==> config.mk <==
export PLATFORM = sky130hd
export DESIGN_NAME = delta_list_timer_queue
export DESIGN_NICKNAME = d
export VERILOG_FILES = /design/src/design/dltq_pkg.sv /design/src/design/delta_list_timer_queue.sv /design/src/design/dltq_ctrl.sv /design/src/design/dltq_dpath.sv
export SDC_FILE = /design/constraint.sdc
export NUM_CORES = 2
export LEC_CHECK = 0
export BUFFER_PORTS_ARGS = -buffer_cell sky130_fd_sc_hd__buf_4
export CAP_MARGIN = 40
export CORE_MARGIN = 2
export CORE_UTILIZATION = 30
export CTS_CLUSTER_DIAMETER = 200
export DETAILED_ROUTE_END_ITERATION = 10
export PLACE_DENSITY_LB_ADDON = 0.2
export SYNTH_ARGS = -nofsm -noshare
export SYNTH_HDL_FRONTEND = slang
export SYNTH_SLANG_ARGS = --single-unit
export TNS_END_PERCENT = 20
==> constraint.sdc <==
create_clock -name clk -period 11.21 [get_ports clk]
set_clock_uncertainty 0.15 [all_clocks]
set_input_delay 2.242 -clock clk [delete_from_list [all_inputs] [get_ports clk]]
set_output_delay 2.242 -clock clk [all_outputs]
set_load 0.05 [all_outputs]
==> src/design/dltq_pkg.sv <==
package dltq_pkg;

  localparam int NUM_TIMERS = 16;
  localparam int ID_W = $clog2(NUM_TIMERS);
  localparam int LINK_W = ID_W + 1;
  localparam int CNT_W = LINK_W;
  localparam logic [LINK_W-1:0] LINK_NONE = LINK_W'(NUM_TIMERS);

  typedef enum logic [1:0] {
    FUNC_ONESHOT  = 2'd0,
    FUNC_PERIODIC = 2'd1,
    FUNC_CANCEL   = 2'd2,
    FUNC_TICK     = 2'd3
  } func_t;

  typedef enum logic [1:0] {
    ST_DORMANT = 2'd0,
    ST_PENDING = 2'd1,
    ST_ACTIVE  = 2'd2
  } slot_st_t;

  typedef enum logic [3:0] {
    S_IDLE,
    S_CCHK,
    S_CSUCC,
    S_CADD,
    S_UWALK,
    S_CEND,
    S_EMIT1,
    S_TPSTART,
    S_TPNEXT,
    S_IWALK,
    S_IFIN,
    S_TDEC,
    S_TPOP,
    S_RNEXT,
    S_EMIT
  } state_t;

  typedef enum logic [3:0] {
    OP_IDLE,
    OP_CCHK,
    OP_CSUCC,
    OP_CADD,
    OP_UWALK,
    OP_CEND,
    OP_EMIT1,
    OP_TPSTART,
    OP_TPNEXT,
    OP_IWALK,
    OP_IFIN,
    OP_TDEC,
    OP_TPOP,
    OP_RNEXT,
    OP_EMIT
  } op_t;

  typedef struct packed {
    op_t op;
  } cmd_t;

  typedef struct packed {
    func_t    func;
    logic     id_ok;
    slot_st_t st_id;
    logic     cur_none;
    logic     cur_match;
    logic     d_gt;
    logic     p_none;
    logic     head_none;
    logic     head_zero;
    logic     idx_zero;
    logic     idx_one;
    logic     cnt_zero;
    logic     period_nz;
  } stat_t;

endpackage

==> src/design/delta_list_timer_queue.sv <==
// Delta-list timer queue for NUM_TIMERS slots. Raise start with func, timer_id
// and ticks while busy is low; the request is taken at that edge. Every request
// produces one or more results, each shown for exactly one cycle with done high;
// the receiver cannot stall them, and last marks the final one. A start or cancel
// checks the slot's state; a listed slot is first unlinked by a search of its
// list, an active one passing its delta on to its successor, and then the slot is
// re-armed as pending or made dormant. A tick walks the pending set and the sorted
// list one node per cycle to insert each pending timer, then decrements the head,
// pops expired timers and reloads periodic ones; each expiry gives one result.
module delta_list_timer_queue (
  input  logic        clk,
  input  logic        rst,
  input  logic        start,
  input  logic [1:0]  func,
  input  logic [3:0]  timer_id,
  input  logic [31:0] ticks,
  output logic        busy,
  output logic        done,
  output logic        expired_valid,
  output logic [3:0]  expired_id,
  output logic        last,
  output logic        tick_needed
);
  import dltq_pkg::*;

  cmd_t  cmd;
  stat_t stat;

  dltq_ctrl u_ctrl (
    .clk   (clk),
    .rst   (rst),
    .start (start),
    .stat  (stat),
    .cmd   (cmd),
    .busy  (busy)
  );

  dltq_dpath u_dpath (
    .clk           (clk),
    .rst           (rst),
    .start         (start),
    .func          (func),
    .timer_id      (timer_id),
    .ticks         (ticks),
    .cmd           (cmd),
    .stat          (stat),
    .done          (done),
    .expired_valid (expired_valid),
    .expired_id    (expired_id),
    .last          (last),
    .tick_needed   (tick_needed)
  );

endmodule

==> src/design/dltq_ctrl.sv <==
module dltq_ctrl (
  input  logic           clk,
  input  logic           rst,
  input  logic           start,
  input  dltq_pkg::stat_t stat,
  output dltq_pkg::cmd_t  cmd,
  output logic           busy
);
  import dltq_pkg::*;

  state_t state, state_next;
  logic   reins, reins_next;

  always_ff @(posedge clk) begin
    if (rst) begin
      state <= S_IDLE;
      reins <= 1'b0;
    end else begin
      state <= state_next;
      reins <= reins_next;
    end
  end

  always_comb begin
    state_next = state;
    reins_next = reins;
    cmd.op = OP_IDLE;
    case (state)
      S_IDLE: begin
        cmd.op = OP_IDLE;
        if (start) begin
          if (stat.func == FUNC_TICK) state_next = S_TPSTART;
          else if (stat.id_ok) state_next = S_CCHK;
          else state_next = S_EMIT1;
        end
      end
      S_CCHK: begin
        cmd.op = OP_CCHK;
        if (stat.st_id == ST_ACTIVE) state_next = S_CSUCC;
        else if (stat.st_id == ST_PENDING) state_next = S_UWALK;
        else state_next = S_CEND;
      end
      S_CSUCC: begin
        cmd.op = OP_CSUCC;
        state_next = S_CADD;
      end
      S_CADD: begin
        cmd.op = OP_CADD;
        state_next = S_UWALK;
      end
      S_UWALK: begin
        cmd.op = OP_UWALK;
        if (stat.cur_none || stat.cur_match) state_next = S_CEND;
      end
      S_CEND: begin
        cmd.op = OP_CEND;
        state_next = S_EMIT1;
      end
      S_EMIT1: begin
        cmd.op = OP_EMIT1;
        state_next = S_IDLE;
      end
      S_TPSTART: begin
        cmd.op = OP_TPSTART;
        state_next = S_TPNEXT;
      end
      S_TPNEXT: begin
        cmd.op = OP_TPNEXT;
        reins_next = 1'b0;
        if (stat.p_none) state_next = S_TDEC;
        else state_next = S_IWALK;
      end
      S_IWALK: begin
        cmd.op = OP_IWALK;
        if (stat.cur_none || stat.d_gt) state_next = S_IFIN;
      end
      S_IFIN: begin
        cmd.op = OP_IFIN;
        state_next = reins ? S_RNEXT : S_TPNEXT;
      end
      S_TDEC: begin
        cmd.op = OP_TDEC;
        state_next = stat.head_none ? S_EMIT1 : S_TPOP;
      end
      S_TPOP: begin
        cmd.op = OP_TPOP;
        if (stat.head_none || !stat.head_zero) state_next = S_RNEXT;
      end
      S_RNEXT: begin
        cmd.op = OP_RNEXT;
        if (stat.idx_zero) begin
          state_next = stat.cnt_zero ? S_EMIT1 : S_EMIT;
        end else if (stat.period_nz) begin
          reins_next = 1'b1;
          state_next = S_IWALK;
        end
      end
      S_EMIT: begin
        cmd.op = OP_EMIT;
        if (stat.idx_one) state_next = S_IDLE;
      end
      default: begin
        state_next = S_IDLE;
      end
    endcase
  end

  assign busy = (state != S_IDLE);

endmodule

==> src/design/dltq_dpath.sv <==
module dltq_dpath (
  input  logic            clk,
  input  logic            rst,
  input  logic            start,
  input  logic [1:0]      func,
  input  logic [3:0]      timer_id,
  input  logic [31:0]     ticks,
  input  dltq_pkg::cmd_t  cmd,
  output dltq_pkg::stat_t stat,
  output logic            done,
  output logic            expired_valid,
  output logic [3:0]      expired_id,
  output logic            last,
  output logic            tick_needed
);
  import dltq_pkg::*;

  logic [31:0]       delta_ticks [NUM_TIMERS];
  logic [31:0]       period_ticks [NUM_TIMERS];
  logic [LINK_W-1:0] next_link [NUM_TIMERS];
  slot_st_t          slot_status [NUM_TIMERS];
  logic [ID_W-1:0]   exp_buf [NUM_TIMERS];

  logic [LINK_W-1:0] active_head, pending_head;
  func_t             req_func;
  logic [ID_W-1:0]   req_id;
  logic [31:0]       req_ticks;
  logic [LINK_W-1:0] cur, prev, succ, p;
  logic [31:0]       tmp;
  logic [ID_W-1:0]   ins_id;
  logic [31:0]       ins_val;
  logic              ul_pend;
  logic [CNT_W-1:0]  cnt, idx;

  logic [ID_W-1:0]   cur_a, head_a, p_a, succ_a, prev_a, rc;
  logic [31:0]       d_cur, t_fix;

  assign cur_a  = cur[ID_W-1:0];
  assign head_a = active_head[ID_W-1:0];
  assign p_a    = p[ID_W-1:0];
  assign succ_a = succ[ID_W-1:0];
  assign prev_a = prev[ID_W-1:0];
  assign rc     = exp_buf[ID_W'(idx - CNT_W'(1))];
  assign d_cur  = delta_ticks[cur_a];
  assign t_fix  = (req_ticks == 32'd0) ? 32'd1 : req_ticks;

  always_ff @(posedge clk) begin
    if (rst) begin
      active_head <= LINK_NONE;
      pending_head <= LINK_NONE;
      for (int i = 0; i < NUM_TIMERS; i++) slot_status[i] <= ST_DORMANT;
    end else begin
      case (cmd.op)
        OP_IDLE: begin
          if (start) begin
            req_func <= func_t'(func);
            req_id <= ID_W'(timer_id);
            req_ticks <= ticks;
          end
        end
        OP_CCHK: begin
          cur <= pending_head;
          prev <= LINK_NONE;
          ul_pend <= 1'b1;
        end
        OP_CSUCC: begin
          tmp <= delta_ticks[req_id];
          succ <= next_link[req_id];
        end
        OP_CADD: begin
          if (succ != LINK_NONE) delta_ticks[succ_a] <= delta_ticks[succ_a] + tmp;
          cur <= active_head;
          prev <= LINK_NONE;
          ul_pend <= 1'b0;
        end
        OP_UWALK: begin
          if (cur != LINK_NONE) begin
            if (cur_a == req_id) begin
              if (prev == LINK_NONE) begin
                if (ul_pend) pending_head <= next_link[cur_a];
                else active_head <= next_link[cur_a];
              end else begin
                next_link[prev_a] <= next_link[cur_a];
              end
            end else begin
              prev <= cur;
              cur <= next_link[cur_a];
            end
          end
        end
        OP_CEND: begin
          if (req_func inside {FUNC_ONESHOT, FUNC_PERIODIC}) begin
            delta_ticks[req_id] <= t_fix;
            period_ticks[req_id] <= (req_func == FUNC_PERIODIC) ? t_fix : 32'd0;
            slot_status[req_id] <= ST_PENDING;
            next_link[req_id] <= pending_head;
            pending_head <= LINK_W'(req_id);
          end else begin
            slot_status[req_id] <= ST_DORMANT;
          end
        end
        OP_TPSTART: begin
          p <= pending_head;
          pending_head <= LINK_NONE;
          cnt <= '0;
        end
        OP_TPNEXT: begin
          if (p != LINK_NONE) begin
            ins_id <= p_a;
            ins_val <= delta_ticks[p_a];
            p <= next_link[p_a];
            cur <= active_head;
            prev <= LINK_NONE;
          end
        end
        OP_IWALK: begin
          if (cur != LINK_NONE) begin
            if (d_cur > ins_val) begin
              delta_ticks[cur_a] <= d_cur - ins_val;
            end else begin
              ins_val <= ins_val - d_cur;
              prev <= cur;
              cur <= next_link[cur_a];
            end
          end
        end
        OP_IFIN: begin
          delta_ticks[ins_id] <= ins_val;
          next_link[ins_id] <= cur;
          if (prev == LINK_NONE) active_head <= LINK_W'(ins_id);
          else next_link[prev_a] <= LINK_W'(ins_id);
          slot_status[ins_id] <= ST_ACTIVE;
        end
        OP_TDEC: begin
          if (active_head != LINK_NONE) delta_ticks[head_a] <= delta_ticks[head_a] - 32'd1;
        end
        OP_TPOP: begin
          if (active_head != LINK_NONE && delta_ticks[head_a] == 32'd0) begin
            exp_buf[cnt[ID_W-1:0]] <= head_a;
            cnt <= cnt + CNT_W'(1);
            active_head <= next_link[head_a];
          end else begin
            idx <= cnt;
          end
        end
        OP_RNEXT: begin
          if (idx == '0) begin
            idx <= cnt;
          end else begin
            idx <= idx - CNT_W'(1);
            if (period_ticks[rc] != 32'd0) begin
              ins_id <= rc;
              ins_val <= period_ticks[rc];
              cur <= active_head;
              prev <= LINK_NONE;
            end else begin
              slot_status[rc] <= ST_DORMANT;
            end
          end
        end
        OP_EMIT: begin
          idx <= idx - CNT_W'(1);
        end
        default: begin
        end
      endcase
    end
  end

  always_comb begin
    stat.func      = (cmd.op == OP_IDLE) ? func_t'(func) : req_func;
    stat.id_ok     = (32'(timer_id) < NUM_TIMERS);
    stat.st_id     = slot_status[req_id];
    stat.cur_none  = (cur == LINK_NONE);
    stat.cur_match = (cur_a == req_id);
    stat.d_gt      = (d_cur > ins_val);
    stat.p_none    = (p == LINK_NONE);
    stat.head_none = (active_head == LINK_NONE);
    stat.head_zero = (delta_ticks[head_a] == 32'd0);
    stat.idx_zero  = (idx == '0);
    stat.idx_one   = (idx == CNT_W'(1));
    stat.cnt_zero  = (cnt == '0);
    stat.period_nz = (period_ticks[rc] != 32'd0);
  end

  assign done          = (cmd.op == OP_EMIT1) || (cmd.op == OP_EMIT);
  assign expired_valid = (cmd.op == OP_EMIT);
  assign expired_id    = (cmd.op == OP_EMIT) ? 4'(rc) : 4'd0;
  assign last          = (cmd.op == OP_EMIT1) || (idx == CNT_W'(1));
  assign tick_needed   = (active_head != LINK_NONE) || (pending_head != LINK_NONE);

endmodule
==> flow_summary_export.csv <==
group,metric,value,unit
placement,placed_cell_area,0.0843,mm^2
clocking,cts_tree,"yes",
pwr,power.static_leakage,28.4,nW
clocking,cts.sinks,1368,
timing,worst_pin_slew,1.06,ns
floorplanning,rows,188,
grt,antenna_found_initial,12,
yosys,syn_inst,4910,
pwr,p_seq_frac,0.342,
clocking,root_buffer,"clkbuf_16",
worst_setup_path,required,11.52,ns
grt,grt_first_pass_wirelength,391000,um
hold_path,min_path_type,"reg -> reg",
placement,hpwl,184000,um
pwr,switchingPower,0.00715,W
finish,drive_gt1_frac,0.329,
timing,drv_slew,0,
yosys,ys_async_sr_fraction,0,
worst_setup_path,crit_chain,"buf_4 > buf_4 > mux4_2 > mux4_2 > ha_1 > or2_2 > a21oi_1 > a211oi_1 > o21a_1 > o21ai_1 > nor3_1 > a211oi_1 > o22ai_1 > or4_1 > nor2_4 > buf_4",
detailed_routing,drt-total-wl,278000,um
floorplanning,die_x,517,um
yosys,ys_seq_elements,1368,
timing,fmax,0.118,GHz
grt,grt_overflow,0,
yosys,ys_types,82,
grt,grt_pass1_vias,50700,
finish,design_area,0.0894,mm^2
clocking,cts_hold_buffers,0,
timing,setup-violations-final,0,
detailed_routing,vias_per_cell,5.91,
hold_path,min_delay_path_depth,2,
timing,grt_setup_unrepaired,"no",
timing,setup_tns,0,ns
timing,final_hold_viol_count,0,
floorplanning,boundaryPins,50,
finish,final_cell_mix,"edfxtp_1 (1337), mux4_2 (965), nand2_1 (242), buf_4 (206), nor2_1 (173)",
worst_setup_path,cp-end-kind,"flip-flop",
yosys,synth_top_cell_by_area,"edfxtp_1",
finish,fin_nets,5066,
timing,period_needed,8.49,ns
yosys,synth_area_per_cell,16.1,um^2
grt,grt_max_degree,112,
clocking,cts_buffers,156,
pwr,switching_share,0.367,
timing,holdWs,0.354,ns
yosys,syn_area,0.0789,mm^2
detailed_routing,first_iter_violations,5796,
clocking,clkLatencyLatePin,0.86,ns
clocking,cts-resized-gates,0,
finish,final_common_cell,"edfxtp_1",
detailed_routing,wire_per_inst,32.4,um
floorplanning,dieArea,0.267,mm^2
yosys,ys_seq_area_frac,0.517,
yosys,synth_top_area_frac,0.509,
timing,fin_ws,2.72,ns
placement,io_buffers,49,
worst_setup_path,slowest_stage,"dfxtp_4",
clocking,clockBufferDepth,3,
pwr,p_clk_frac,0.265,
clocking,post-cts-setup-buffers,0,
clocking,cts_max_level,4,
detailed_routing,ant_nets,0,
run,cap_violations,0,
pwr,ir_drop,0.153,mV
worst_setup_path,setup.worst_path.start_class,"flip-flop",
yosys,synth_top_flop_cell,"edfxtp_1",
worst_setup_path,crit_top_cell,"buf_4",
yosys,synth.area.top_cells,"edfxtp_1 (51%), mux4_2 (28%), mux2_2 (2.0%)",
worst_setup_path,crit_type,"reg -> reg",
status,status,"complete, no violations",
pwr,pwr-share-comb,0.393,
placement,pre_cts_slack,2.67,ns
yosys,yosysWarnings,0,
pwr,internal_power,0.0124,W
floorplanning,dieHeight,517,um
worst_setup_path,reg2reg_depth,16,
timing,slew_headroom,0.290,
finish,syn_to_final_growth,13.3,%
worst_setup_path,slowest_delay,0.80,ns
floorplanning,initial_core_util,0.301,
floorplanning,core_area,0.262,mm^2
detailed_routing,firstDrtPassIters,6,
yosys,synth_edf_count,1337,
clocking,clk_pin_slew_worst_paths,0.06,ns
pwr,power_density,218,mW/mm^2
worst_setup_path,cp_max_fo,36,
timing,fin_crit_sh,0.757,
worst_setup_path,arrival,8.80,ns
detailed_routing,vias,50600,
detailed_routing,remaining_drc_errors,0,
yosys,syn_nets,5056,
grt,track_usage,0.205,
placement,place.gp.congestion,0.920,
-- stage by stage --
step                      total power (W)   util  std cells
final                              0.0195  0.341       8562
after floorplan                    0.0117      -       4910
after CTS                          0.0195  0.341       8557
after global routing               0.0203  0.341       8558
after detailed placement           0.0143  0.322       8276
after global placement             0.0142  0.319       8231
-- worst paths after layout --
| path | start | endpoint | slack, ns |
|---|---|---|---|
| hold / removal | u_ctrl.reins | u_ctrl.reins | 0.35 |
| setup / recovery | flip-flop | u_dpath.delta_ticks[11][19] | 2.72 |
| setup reg to reg | flip-flop | u_dpath.delta_ticks[11][19] | 2.72 |
| hold reg to reg | u_ctrl.reins | u_ctrl.reins | 0.35 |
-- flip-flops by register name, summed over array words and instances (netlist names), 5 cells and up, named ones only --
signal,count
u_dpath.tmp,32
u_dpath.exp_buf,64
u_dpath.slot_status,32
u_dpath.cur,5
u_dpath.period_ticks,512
u_dpath.ins_val,32
u_dpath.succ,5
u_dpath.req_ticks,32
u_dpath.delta_ticks,512
u_dpath.p,5
u_dpath.active_head,5
u_dpath.prev,5
u_dpath.pending_head,5
u_dpath.next_link,80
u_dpath.idx,5
u_dpath.cnt,5
-- kinds of logic after synthesis --
group,count (synthesis),share of synthesized area
mux,1261,0.316
fa+ha+maj,105,0.0169
xor+xnor,115,0.0128
flops,1368,0.517
compound gates,715,0.0601
buf+inv,512,0.0265
simple gates,834,0.0515
-- power by group through the flow --
stage / combinational, W / clock [W] / sequential, W
after global routing: 0.00817 / 0.00546 / 0.00668
after floorplan: 0.00525 / 0 / 0.00642
after global placement: 0.00742 / 0 / 0.00682
final: 0.00767 / 0.00518 / 0.00666
after CTS: 0.00760 / 0.00529 / 0.00666
after detailed placement: 0.00757 / 0 / 0.00676
-- layout make-up --
| type | count | area (um^2) |
|---|---|---|
| well taps | 3515 | 4400 |
| clock buffers | 188 | 4050 |
| inverters | 119 | 447 |
| clock inverters | 93 | 1060 |
| fillers | 25000 | 173000 |
| flip-flops and latches | 1368 | 40800 |
| diodes | 4 | 10.0 |
| repair buffers | 245 | 2240 |
| multi-input cells | 3030 | 36400 |
-- cells in the mapped netlist, types with 11 or more instances --
master and number:
buf_4 13, a22oi_1 64, ha_1 102, mux2_2 137, inv_1 119, or3_1 11
mux4_2 967, o21ai_0 130, nor3b_1 12, buf_2 38, nand4_1 33, and3_1 17
a21oi_1 149, nor3_1 60, and2_1 47, a21o_1 69, a31oi_1 17, nor2_1 201
dfxtp_1 31, buf_1 89, o31ai_1 16, xnor2_1 70, nand2b_1 28, nand3_1 55
xor2_1 45, mux2i_1 153, clkbuf_1 243, o21a_1 11, edfxtp_1 1337, a211oi_1 60
o22ai_1 24, a221oi_1 11, o211ai_1 78, nor2b_1 63, nand2_1 244, nor4_1 21
-- worst max-delay path, delay by kind of cell, from the launching register on --
family	cells	cell delay (ns)
AO/OA/AOI/OAI	6	1.50
adder cells (fa/ha/maj)	1	0.43
buffers and inverters	3	1.88
flip-flops	1	0.80
multiplexers	2	1.21
AND/OR/NAND/NOR	4	1.95
-- layer usage --
layer,vias to the layer above,global-route usage,part of all wire
met2,2581,0.329,0.47
met4,4,0.0785,0.040
met5,-,0,0.00010
met1,27000,0.271,0.40
li1,20600,-,-
met3,474,0.0472,0.087
Power figures use the tool's default switching activity.
